<file path="src/design/flt_pkg.sv">
// Shared types and constants of the fraction reduction block.
// No dependencies.
package flt_pkg;

   localparam int FieldW = 32;

   // divider operand select
   localparam logic [1:0] SEL_GCD = 2'd0;
   localparam logic [1:0] SEL_NUM = 2'd1;
   localparam logic [1:0] SEL_DEN = 2'd2;

   typedef struct packed {
      logic       load;
      logic       div_start;
      logic [1:0] div_sel;
      logic       gcd_step;
      logic       save_num;
      logic       save_den;
      logic       out_load;
      logic       out_ok;
   } cmd_type;

   typedef struct packed {
      logic den_zero;
      logic b_zero;
      logic div_done;
   } status_type;

endpackage

</file>
<file path="src/design/flt_divider.sv">
// Bit-serial restoring divider on unsigned magnitudes, one quotient bit a cycle.
// No package dependencies.
module flt_divider #(
   parameter int WIDTH = 32
) (
   input  logic             clock,
   input  logic             reset,
   input  logic             start,
   input  logic [WIDTH-1:0] dividend,
   input  logic [WIDTH-1:0] divisor,
   output logic             done,
   output logic [WIDTH-1:0] quotient,
   output logic [WIDTH-1:0] remainder
);

   localparam int CntW = $clog2(WIDTH + 1);

   logic [WIDTH-1:0] r_ff, r_in, q_ff, q_in, d_ff, d_in;
   logic [CntW-1:0]  cnt_ff, cnt_in;
   logic             busy_ff, busy_in, done_ff, done_in;
   logic [WIDTH:0]   trial;
   logic             fits;

   // remainder stays below divisor, so the shifted value is below twice the divisor
   assign trial = {r_ff, q_ff[WIDTH-1]} - {1'b0, d_ff};
   assign fits  = ~trial[WIDTH];

   always_comb begin
      r_in    = r_ff;
      q_in    = q_ff;
      d_in    = d_ff;
      cnt_in  = cnt_ff;
      busy_in = busy_ff;
      done_in = 1'b0;
      if (start) begin
         r_in    = '0;
         q_in    = dividend;
         d_in    = divisor;
         cnt_in  = CntW'(WIDTH);
         busy_in = 1'b1;
      end else if (busy_ff) begin
         r_in   = fits ? trial[WIDTH-1:0] : {r_ff[WIDTH-2:0], q_ff[WIDTH-1]};
         q_in   = {q_ff[WIDTH-2:0], fits};
         cnt_in = cnt_ff - 1'b1;
         if (cnt_ff == CntW'(1)) begin
            busy_in = 1'b0;
            done_in = 1'b1;
         end
      end
   end

   always_ff @(posedge clock) begin
      r_ff   <= r_in;
      q_ff   <= q_in;
      d_ff   <= d_in;
      cnt_ff <= cnt_in;
      if (reset) begin
         busy_ff <= 1'b0;
         done_ff <= 1'b0;
      end else begin
         busy_ff <= busy_in;
         done_ff <= done_in;
      end
   end

   assign done      = done_ff;
   assign quotient  = q_ff;
   assign remainder = r_ff;

endmodule

</file>
<file path="src/design/flt_datapath.sv">
// Datapath: Euclid pair, operands, signed quotients and the output register.
// Depends on flt_pkg and flt_divider.
module flt_datapath
   import flt_pkg::*;
#(
   parameter int WIDTH = 32
) (
   input  logic                     clock,
   input  logic                     reset,
   input  cmd_type                  cmd,
   output status_type               status,
   input  logic signed [FieldW-1:0] req_numerator_in,
   input  logic signed [FieldW-1:0] req_denominator_in,
   output logic signed [FieldW-1:0] rsp_numerator_out,
   output logic signed [FieldW-1:0] rsp_denominator_out,
   output logic                     rsp_reduced_ok,
   output logic                     rsp_overflow
);

   logic [WIDTH-1:0] num_w, den_w, out_num_w, out_den_w;
   logic [WIDTH-1:0] num_ff, den_ff, a_ff, b_ff, qn_ff, qd_ff;
   logic [WIDTH-1:0] out_num_ff, out_den_ff;
   logic             ovf_ff, out_ok_ff, out_ovf_ff;
   logic [WIDTH-1:0] op_n, op_d, quot, rem, rem_s, quot_s;
   logic             div_done, quot_neg, quot_ovf;

   function automatic logic [WIDTH-1:0] mag(input logic [WIDTH-1:0] v);
      return v[WIDTH-1] ? -v : v;
   endfunction

   // field to working width and back
   if (WIDTH <= FieldW) begin : g_narrow
      assign num_w = req_numerator_in[WIDTH-1:0];
      assign den_w = req_denominator_in[WIDTH-1:0];
   end else begin : g_wide
      assign num_w = {{(WIDTH-FieldW){1'b0}}, req_numerator_in};
      assign den_w = {{(WIDTH-FieldW){1'b0}}, req_denominator_in};
   end

   if (WIDTH >= FieldW) begin : g_out_trunc
      assign rsp_numerator_out   = out_num_ff[FieldW-1:0];
      assign rsp_denominator_out = out_den_ff[FieldW-1:0];
   end else begin : g_out_pad
      assign rsp_numerator_out   = {{(FieldW-WIDTH){1'b0}}, out_num_ff};
      assign rsp_denominator_out = {{(FieldW-WIDTH){1'b0}}, out_den_ff};
   end

   always_comb begin
      case (cmd.div_sel)
         SEL_NUM: begin
            op_n     = mag(num_ff);
            op_d     = mag(a_ff);
            quot_neg = num_ff[WIDTH-1] ^ a_ff[WIDTH-1];
         end
         SEL_DEN: begin
            op_n     = mag(den_ff);
            op_d     = mag(a_ff);
            quot_neg = den_ff[WIDTH-1] ^ a_ff[WIDTH-1];
         end
         default: begin
            op_n     = mag(a_ff);
            op_d     = mag(b_ff);
            quot_neg = 1'b0;
         end
      endcase
   end

   flt_divider #(.WIDTH(WIDTH)) u_div (
      .clock     (clock),
      .reset     (reset),
      .start     (cmd.div_start),
      .dividend  (op_n),
      .divisor   (op_d),
      .done      (div_done),
      .quotient  (quot),
      .remainder (rem)
   );

   // remainder takes the dividend's sign; a quotient wraps only for a positive result
   assign rem_s     = a_ff[WIDTH-1] ? -rem : rem;
   assign quot_s    = quot_neg ? -quot : quot;
   assign quot_ovf  = ~quot_neg & quot[WIDTH-1];
   assign out_num_w = cmd.out_ok ? qn_ff : num_ff;
   assign out_den_w = cmd.out_ok ? qd_ff : den_ff;

   always_ff @(posedge clock) begin
      if (cmd.load) begin
         num_ff <= num_w;
         den_ff <= den_w;
         a_ff   <= num_w;
         b_ff   <= den_w;
         ovf_ff <= 1'b0;
      end
      if (cmd.gcd_step) begin
         a_ff <= b_ff;
         b_ff <= rem_s;
      end
      if (cmd.save_num) begin
         qn_ff  <= quot_s;
         ovf_ff <= ovf_ff | quot_ovf;
      end
      if (cmd.save_den) begin
         qd_ff  <= quot_s;
         ovf_ff <= ovf_ff | quot_ovf;
      end
      if (cmd.out_load) begin
         out_num_ff <= out_num_w;
         out_den_ff <= out_den_w;
         out_ok_ff  <= cmd.out_ok;
         out_ovf_ff <= cmd.out_ok & ovf_ff;
      end
   end

   assign rsp_reduced_ok  = out_ok_ff;
   assign rsp_overflow    = out_ovf_ff;

   assign status.den_zero = (den_ff == '0);
   assign status.b_zero   = (b_ff == '0);
   assign status.div_done = div_done;

endmodule

</file>
<file path="src/design/flt_ctrl.sv">
// Controller: sequences load, Euclid steps, two final divisions, result handoff.
// Depends on flt_pkg.
module flt_ctrl
   import flt_pkg::*;
(
   input  logic       clock,
   input  logic       reset,
   input  logic       req_valid,
   output logic       req_ready,
   output logic       rsp_valid,
   input  logic       rsp_ready,
   input  status_type status,
   output cmd_type    cmd
);

   localparam logic [3:0] IDLE     = 4'd0;
   localparam logic [3:0] CHECK    = 4'd1;
   localparam logic [3:0] GCD_GO   = 4'd2;
   localparam logic [3:0] GCD_WAIT = 4'd3;
   localparam logic [3:0] GCD_TEST = 4'd4;
   localparam logic [3:0] NUM_GO   = 4'd5;
   localparam logic [3:0] NUM_WAIT = 4'd6;
   localparam logic [3:0] DEN_GO   = 4'd7;
   localparam logic [3:0] DEN_WAIT = 4'd8;
   localparam logic [3:0] FINISH   = 4'd9;

   logic [3:0] state_ff, state_in;
   logic       ok_ff, ok_in;
   logic       rsp_valid_ff, rsp_valid_in;
   logic       out_free;

   assign out_free  = ~rsp_valid_ff | rsp_ready;
   assign req_ready = (state_ff == IDLE);

   always_comb begin
      state_in = state_ff;
      ok_in    = ok_ff;
      cmd      = '0;
      cmd.div_sel = SEL_GCD;
      unique case (state_ff)
         IDLE: begin
            if (req_valid) begin
               cmd.load = 1'b1;
               state_in = CHECK;
            end
         end
         CHECK: begin
            ok_in    = ~status.den_zero;
            state_in = status.den_zero ? FINISH : GCD_GO;
         end
         GCD_GO: begin
            cmd.div_start = 1'b1;
            state_in      = GCD_WAIT;
         end
         GCD_WAIT: begin
            if (status.div_done) begin
               cmd.gcd_step = 1'b1;
               state_in     = GCD_TEST;
            end
         end
         GCD_TEST: begin
            state_in = status.b_zero ? NUM_GO : GCD_GO;
         end
         NUM_GO: begin
            cmd.div_sel   = SEL_NUM;
            cmd.div_start = 1'b1;
            state_in      = NUM_WAIT;
         end
         NUM_WAIT: begin
            cmd.div_sel = SEL_NUM;
            if (status.div_done) begin
               cmd.save_num = 1'b1;
               state_in     = DEN_GO;
            end
         end
         DEN_GO: begin
            cmd.div_sel   = SEL_DEN;
            cmd.div_start = 1'b1;
            state_in      = DEN_WAIT;
         end
         DEN_WAIT: begin
            cmd.div_sel = SEL_DEN;
            if (status.div_done) begin
               cmd.save_den = 1'b1;
               state_in     = FINISH;
            end
         end
         FINISH: begin
            // wait for the output register to empty
            cmd.out_ok = ok_ff;
            if (out_free) begin
               cmd.out_load = 1'b1;
               state_in     = IDLE;
            end
         end
         default: state_in = IDLE;
      endcase
   end

   always_comb begin
      if (cmd.out_load) begin
         rsp_valid_in = 1'b1;
      end else if (rsp_ready) begin
         rsp_valid_in = 1'b0;
      end else begin
         rsp_valid_in = rsp_valid_ff;
      end
   end

   always_ff @(posedge clock) begin
      if (reset) begin
         state_ff     <= IDLE;
         ok_ff        <= 1'b0;
         rsp_valid_ff <= 1'b0;
      end else begin
         state_ff     <= state_in;
         ok_ff        <= ok_in;
         rsp_valid_ff <= rsp_valid_in;
      end
   end

   assign rsp_valid = rsp_valid_ff;

endmodule

</file>
<file path="src/design/fraction_lowest_terms.sv">
// Top level of the fraction reduction block: controller plus datapath.
// Depends on flt_pkg, flt_ctrl, flt_datapath.
//
//   channel  handshake               payload
//   req      req_valid / req_ready   req_numerator_in, req_denominator_in
//   rsp      rsp_valid / rsp_ready   rsp_numerator_out, rsp_denominator_out,
//                                    rsp_reduced_ok, rsp_overflow
//
// One item at a time. Each Euclid step runs the shared bit-serial divider, as do
// the two final divisions; a zero denominator skips them all and goes straight
// to the result. The result sits in an output register, so the next item is
// taken while it waits. Reset clears control state only.
module fraction_lowest_terms
   import flt_pkg::*;
#(
   parameter int WIDTH = 32
) (
   input  logic                     clock,
   input  logic                     reset,
   input  logic                     req_valid,
   output logic                     req_ready,
   input  logic signed [FieldW-1:0] req_numerator_in,
   input  logic signed [FieldW-1:0] req_denominator_in,
   output logic                     rsp_valid,
   input  logic                     rsp_ready,
   output logic signed [FieldW-1:0] rsp_numerator_out,
   output logic signed [FieldW-1:0] rsp_denominator_out,
   output logic                     rsp_reduced_ok,
   output logic                     rsp_overflow
);

   cmd_type    cmd;
   status_type status;

   flt_ctrl u_ctrl (
      .clock     (clock),
      .reset     (reset),
      .req_valid (req_valid),
      .req_ready (req_ready),
      .rsp_valid (rsp_valid),
      .rsp_ready (rsp_ready),
      .status    (status),
      .cmd       (cmd)
   );

   flt_datapath #(.WIDTH(WIDTH)) u_dp (
      .clock               (clock),
      .reset               (reset),
      .cmd                 (cmd),
      .status              (status),
      .req_numerator_in    (req_numerator_in),
      .req_denominator_in  (req_denominator_in),
      .rsp_numerator_out   (rsp_numerator_out),
      .rsp_denominator_out (rsp_denominator_out),
      .rsp_reduced_ok      (rsp_reduced_ok),
      .rsp_overflow        (rsp_overflow)
   );

endmodule

</file>
<file path="config.mk">
export PLATFORM = sky130hd
export DESIGN_NAME = fraction_lowest_terms
export DESIGN_NICKNAME = d
export VERILOG_FILES = /design/src/design/flt_pkg.sv /design/src/design/flt_divider.sv /design/src/design/flt_datapath.sv /design/src/design/flt_ctrl.sv /design/src/design/fraction_lowest_terms.sv
export SDC_FILE = /design/constraint.sdc
export NUM_CORES = 1
export LEC_CHECK = 0
export ABC_AREA = 0
export BUFFER_PORTS_ARGS = -buffer_cell sky130_fd_sc_hd__buf_4
export CORE_ASPECT_RATIO = 1.2
export CORE_UTILIZATION = 37
export DETAILED_ROUTE_END_ITERATION = 8
export HOLD_SLACK_MARGIN = 0.02
export PLACE_DENSITY_LB_ADDON = 0.12
export SLEW_MARGIN = 20
export SYNTH_ARGS = -nofsm -noshare
export SYNTH_HDL_FRONTEND = slang
export SYNTH_SLANG_ARGS = --single-unit
</file>
<file path="constraint.sdc">
create_clock -name clock -period 10.13 [get_ports clock]
set_input_delay 2.026 -clock clock [delete_from_list [all_inputs] [get_ports clock]]
set_output_delay 2.026 -clock clock [all_outputs]
set_load 0.02 [all_outputs]
</file>
==> out/results.tsv <==
stage	metric	value	unit
global_route	grt ovf	0	
power	Sequential Power Share	0.418	
cells_and_area	Layout area overhead	14.34	%
logic_synthesis	cell count after synthesis	1982	
power	LEAKAGE	8.749	nW
floorplanning	Die ar.	56180	sq um
sta	crit path time final	4.047	ns
critical_path	reg-to-reg endpoint	u_dp.qd_ff[4]	
status	outcome	finished, final reports clean	
critical_path	reg2reg setup slack	6.08	ns
global_route	first-pass GRT wire length	87850	um
power	Comb power frac	0.326	
floorplanning	Die Wd	216.5	um
cells_and_area	fin util	0.4272	
sta	clk_skew	0.01885	ns
sta	unrepaired setup endpoints after global routing	false	
critical_path	Critical Path Start Type	register	
routing	wirelength, routed	56790	um
critical_path	Critical-path top delay cell	buf_4	
min_path	Min-Delay Path Depth	2	
critical_path	kind of critical path	reg2reg	
clock_tree	CTS Buf Count	39	
logic_synthesis	ys flop type	edfxtp_1	
logic_synthesis	Yosys warning count	0	
min_path	Min-Delay Endpoint	u_dp.u_div.cnt_ff[1]	
sta	Hold Fails Final Rpt	0	
cells_and_area	layout cells sized above 1	0.1314	
routing	drt first pass iters	5	
critical_path	critical path required time	10.39	ns
logic_synthesis	Syn Nets	2094	
cells_and_area	antenna diode count	0	
logic_synthesis	Netlist cell types	84	
clock_tree	hold_buf cts	0	
logic_synthesis	register bit total from synthesis	369	
floorplanning	die height	259.4	um
critical_path	worst stage delay on the critical path	0.65	ns
power	net switching power	0.001927	W
critical_path	crit path DAT	4.30	ns
placement	GPL Wtd Cong	0.9067	
power	P_int	0.003461	W
critical_path	delay-heaviest family, CP	buffers and inverters	
power	power per cell area	230.6	nW/um^2
critical_path	CP Buf/Inv Count	3	
power	Sw Ratio	0.3576	
clock_tree	clock sink count	369	
min_path	worst hold path type	reg2reg	
floorplanning	Core Area	54690	sq um
logic_synthesis	Syn Area/Cell	10.31	sq um
sta	final period utilization	0.3995	
placement	I/O Buffers	135	
critical_path	CP Capture Type	register	
sta	Worst-Margin Slew	1.104	ns
critical_path	cells on worst reg2reg path	10	
clock_tree	worst skew pair latency	0.54	ns
placement	DP HPWL	42600	um
logic_synthesis	EDFF count, synth	323	
floorplanning	Initial Util	0.3737	
clock_tree	CTS tree	yes	
critical_path	critical path peak fanout	80	
clock_tree	Max Buffers Root-to-Sink	3	
cells_and_area	Cell Count, Final, Fillers Out	2828	
logic_synthesis	Synth top area share	0.4746	
critical_path	Critical R2R Launch	u_ctrl.state_ff[3]	
placement	pre-CTS setup slack	6.177	ns
routing	vias	15190	
logic_synthesis	sequential fraction of the synthesis area	0.5197	
global_route	initial antenna violation count	0	
logic_synthesis	synthesized cell area	20440	sq um
global_route	Total GRT Usage	0.2010	
sta	Max Clk Rate	247.1	MHz
logic_synthesis	FFs w/ async S/R, synth	0	
routing	drt wl/cell	20.08	um
clock_tree	Root Buffer	clkbuf_16	
cells_and_area	Layout fillers	5252	
clock_tree	Worst-path clk slew	0.06	ns
sta	Post-Route Setup TNS	0	ns
clock_tree	H-tree depth	2	
power	VDD IR max	0.1210	mV
sta	Rel. slew slack	0.2637	
sta	max-slew violation count	0	
sta	setup violators final	0	
logic_synthesis	Area contributors post-synth	edfxtp_1 (47%), nand2_1 (6.3%), xnor2_1 (5.0%)	
critical_path	worst-path cell chain	nand2_1 -> nor3_1 -> a31o_2 -> inv_1 -> ha_2 -> buf_4 -> inv_1 -> nand2_1 -> a21oi_1 -> xor2_1	
global_route	number of global-route vias before repair	14950	
global_route	pin count of the biggest net entering global routing	100	
routing	Initial DRC Count	1004	
routing	Routed Antenna Nets	0	
clock_tree	Post-CTS Resized	0	
min_path	Min-Delay Startpoint	u_dp.u_div.cnt_ff[1]	
routing	DRC	0	
run	MaxCap Viol Count	0	
clock_tree	post-CTS setup buffer count	0	
placement	Placed Cells	2759	
routing	Via density	5.372	
logic_synthesis	area leader, netlist	edfxtp_1	
floorplanning	IO Count	136	
sta	final worst slack	6.083	ns
cells_and_area	nets	2192	
floorplanning	row count	94	
power	clock power share	0.257	
-- per-layer routing --
| layer | up-vias | track usage | routed length, um |
|---|---|---|---|
| met2 | 371 | 0.3332 | 26750 |
| met1 | 7272 | 0.2762 | 26390 |
| met4 | 0 | 0.06299 | 1525 |
| li1 | 7466 | - | - |
| met5 | - | 0 | 0 |
| met3 | 84 | 0.01992 | 2126 |
-- tightest hold or removal path: cells and delay by family (launching register included) --
family          cells  cell delay, ns
flops               1            0.32
simple gates        1            0.09
compound gates      1            0.05
-- kinds of logic after synthesis --
group	share of synthesized area
DFF	0.5197
and+or+nand+nor	0.1454
AOI/OAI and AO/OA	0.1531
buffers and inverters	0.03159
muxes	0.03416
adders and majority gates	0.02731
xor gates and xnor gates	0.08872
-- power by group through the flow --
stage	logic (W)	registers [W]	clock network [W]
final	0.00175	0.00225	0.00138
after global routing	0.00195	0.00229	0.00147
after CTS	0.00176	0.00224	0.00142
after detailed placement	0.00175	0.00227	0
after global placement	0.00173	0.00227	0
after floorplan	0.00135	0.00216	0
-- registers in the layout, summed over array words and instances, names as in the netlist, 4 cells and up --
register and count:
u_ctrl.state_ff 4, u_dp.a_ff 32, u_dp.b_ff 32, u_dp.den_ff 32
u_dp.num_ff 32, u_dp.qd_ff 32, u_dp.qn_ff 32, u_dp.rsp_denominator_out 32
u_dp.rsp_numerator_out 32, u_dp.u_div.cnt_ff 6, u_dp.u_div.d_ff 32, u_dp.u_div.quotient 32
u_dp.u_div.remainder 32
-- per-stage QoR --
step | power (W) | cell area [sq um] | hold WS, ns
6_report | 0.005388 | 23370 | 0.4985
5_1_grt | 0.005709 | 23370 | 0.5322
4_1_cts | 0.005417 | 23360 | 0.5072
3_5_place_dp | 0.004021 | 22150 | 0.4894
3_3_place_gp | 0.003998 | 22150 | 0.4779
2_1_floorplan | 0.003518 | 20440 | 0.4608
-- worst max-delay path by stage --
| stage | startpoint | to | cells past startpoint | slack, ns |
|---|---|---|---|---|
| 2_1_floorplan | rsp_ready | u_dp.rsp_denominator_out[0] | 2 | 4.53 |
| 3_3_place_gp | u_ctrl.state_ff[3] | u_dp.qd_ff[14] | 10 | 6.33 |
| 3_5_place_dp | u_ctrl.state_ff[3] | u_dp.qd_ff[30] | 10 | 6.18 |
| 4_1_cts | u_ctrl.state_ff[3] | u_dp.qd_ff[4] | 10 | 6.17 |
| 5_1_grt | u_ctrl.state_ff[3] | u_dp.qd_ff[16] | 10 | 5.80 |
| 6_report | u_ctrl.state_ff[3] | u_dp.qd_ff[4] | 10 | 6.08 |
-- placed cells by master, fill, tap and decap left out, types with 8 or more instances in the layout --
master     netlist  layout
nand2_1        345     342
edfxtp_1       323     323
buf_4            2     154
o21ai_0        150     150
xnor2_1        116     116
nor2_1         102     101
a21oi_1         98      98
xor2_1          91      91
inv_1           70      69
o31ai_1         61      61
dfxtp_1         46      45
ha_1            43      42
clkbuf_16        0      41
mux2i_1         36      36
mux2_2          30      30
or4_1           29      29
nor3_1          26      26
nand3_1         26      26
o41ai_1         24      24
a221oi_1        22      22
a21o_1          20      20
nor4_1          18      17
nand2b_1        17      17
or3_1           16      16
a31oi_1         16      16
nand4_1         12      12
clkbuf_1        84      10
nor2b_1         10       9
and3_1           9       9
o21ai_1          8       8
o22ai_1          8       8
-- synth_stat cells, drive strengths merged, types with 20 or more instances --
cell type and n:
a21o 20, a21oi 98, a221oi 23, clkbuf 84, dfxtp 46, edfxtp 323, ha 43, inv 71
mux2 30, mux2i 36, nand2 345, nand3 26, nor2 102, nor3 28, nor4 21, o21ai 160
o31ai 62, o41ai 26, or4 31, xnor2 116, xor2 91
-- layout make-up --
cell class,instances,area [sq um],share of cell area
flip-flops and latches,369,10620,0.4546
multi-input cells,1444,9204,0.3939
repair buffers,154,1156,0.04948
clock buffers,51,1064,0.04552
well taps,720,900.9,0.03855
inverters,72,271.5,0.01162
clock inverters,18,148.9,0.006372
Power figures use the tool's default switching activity.
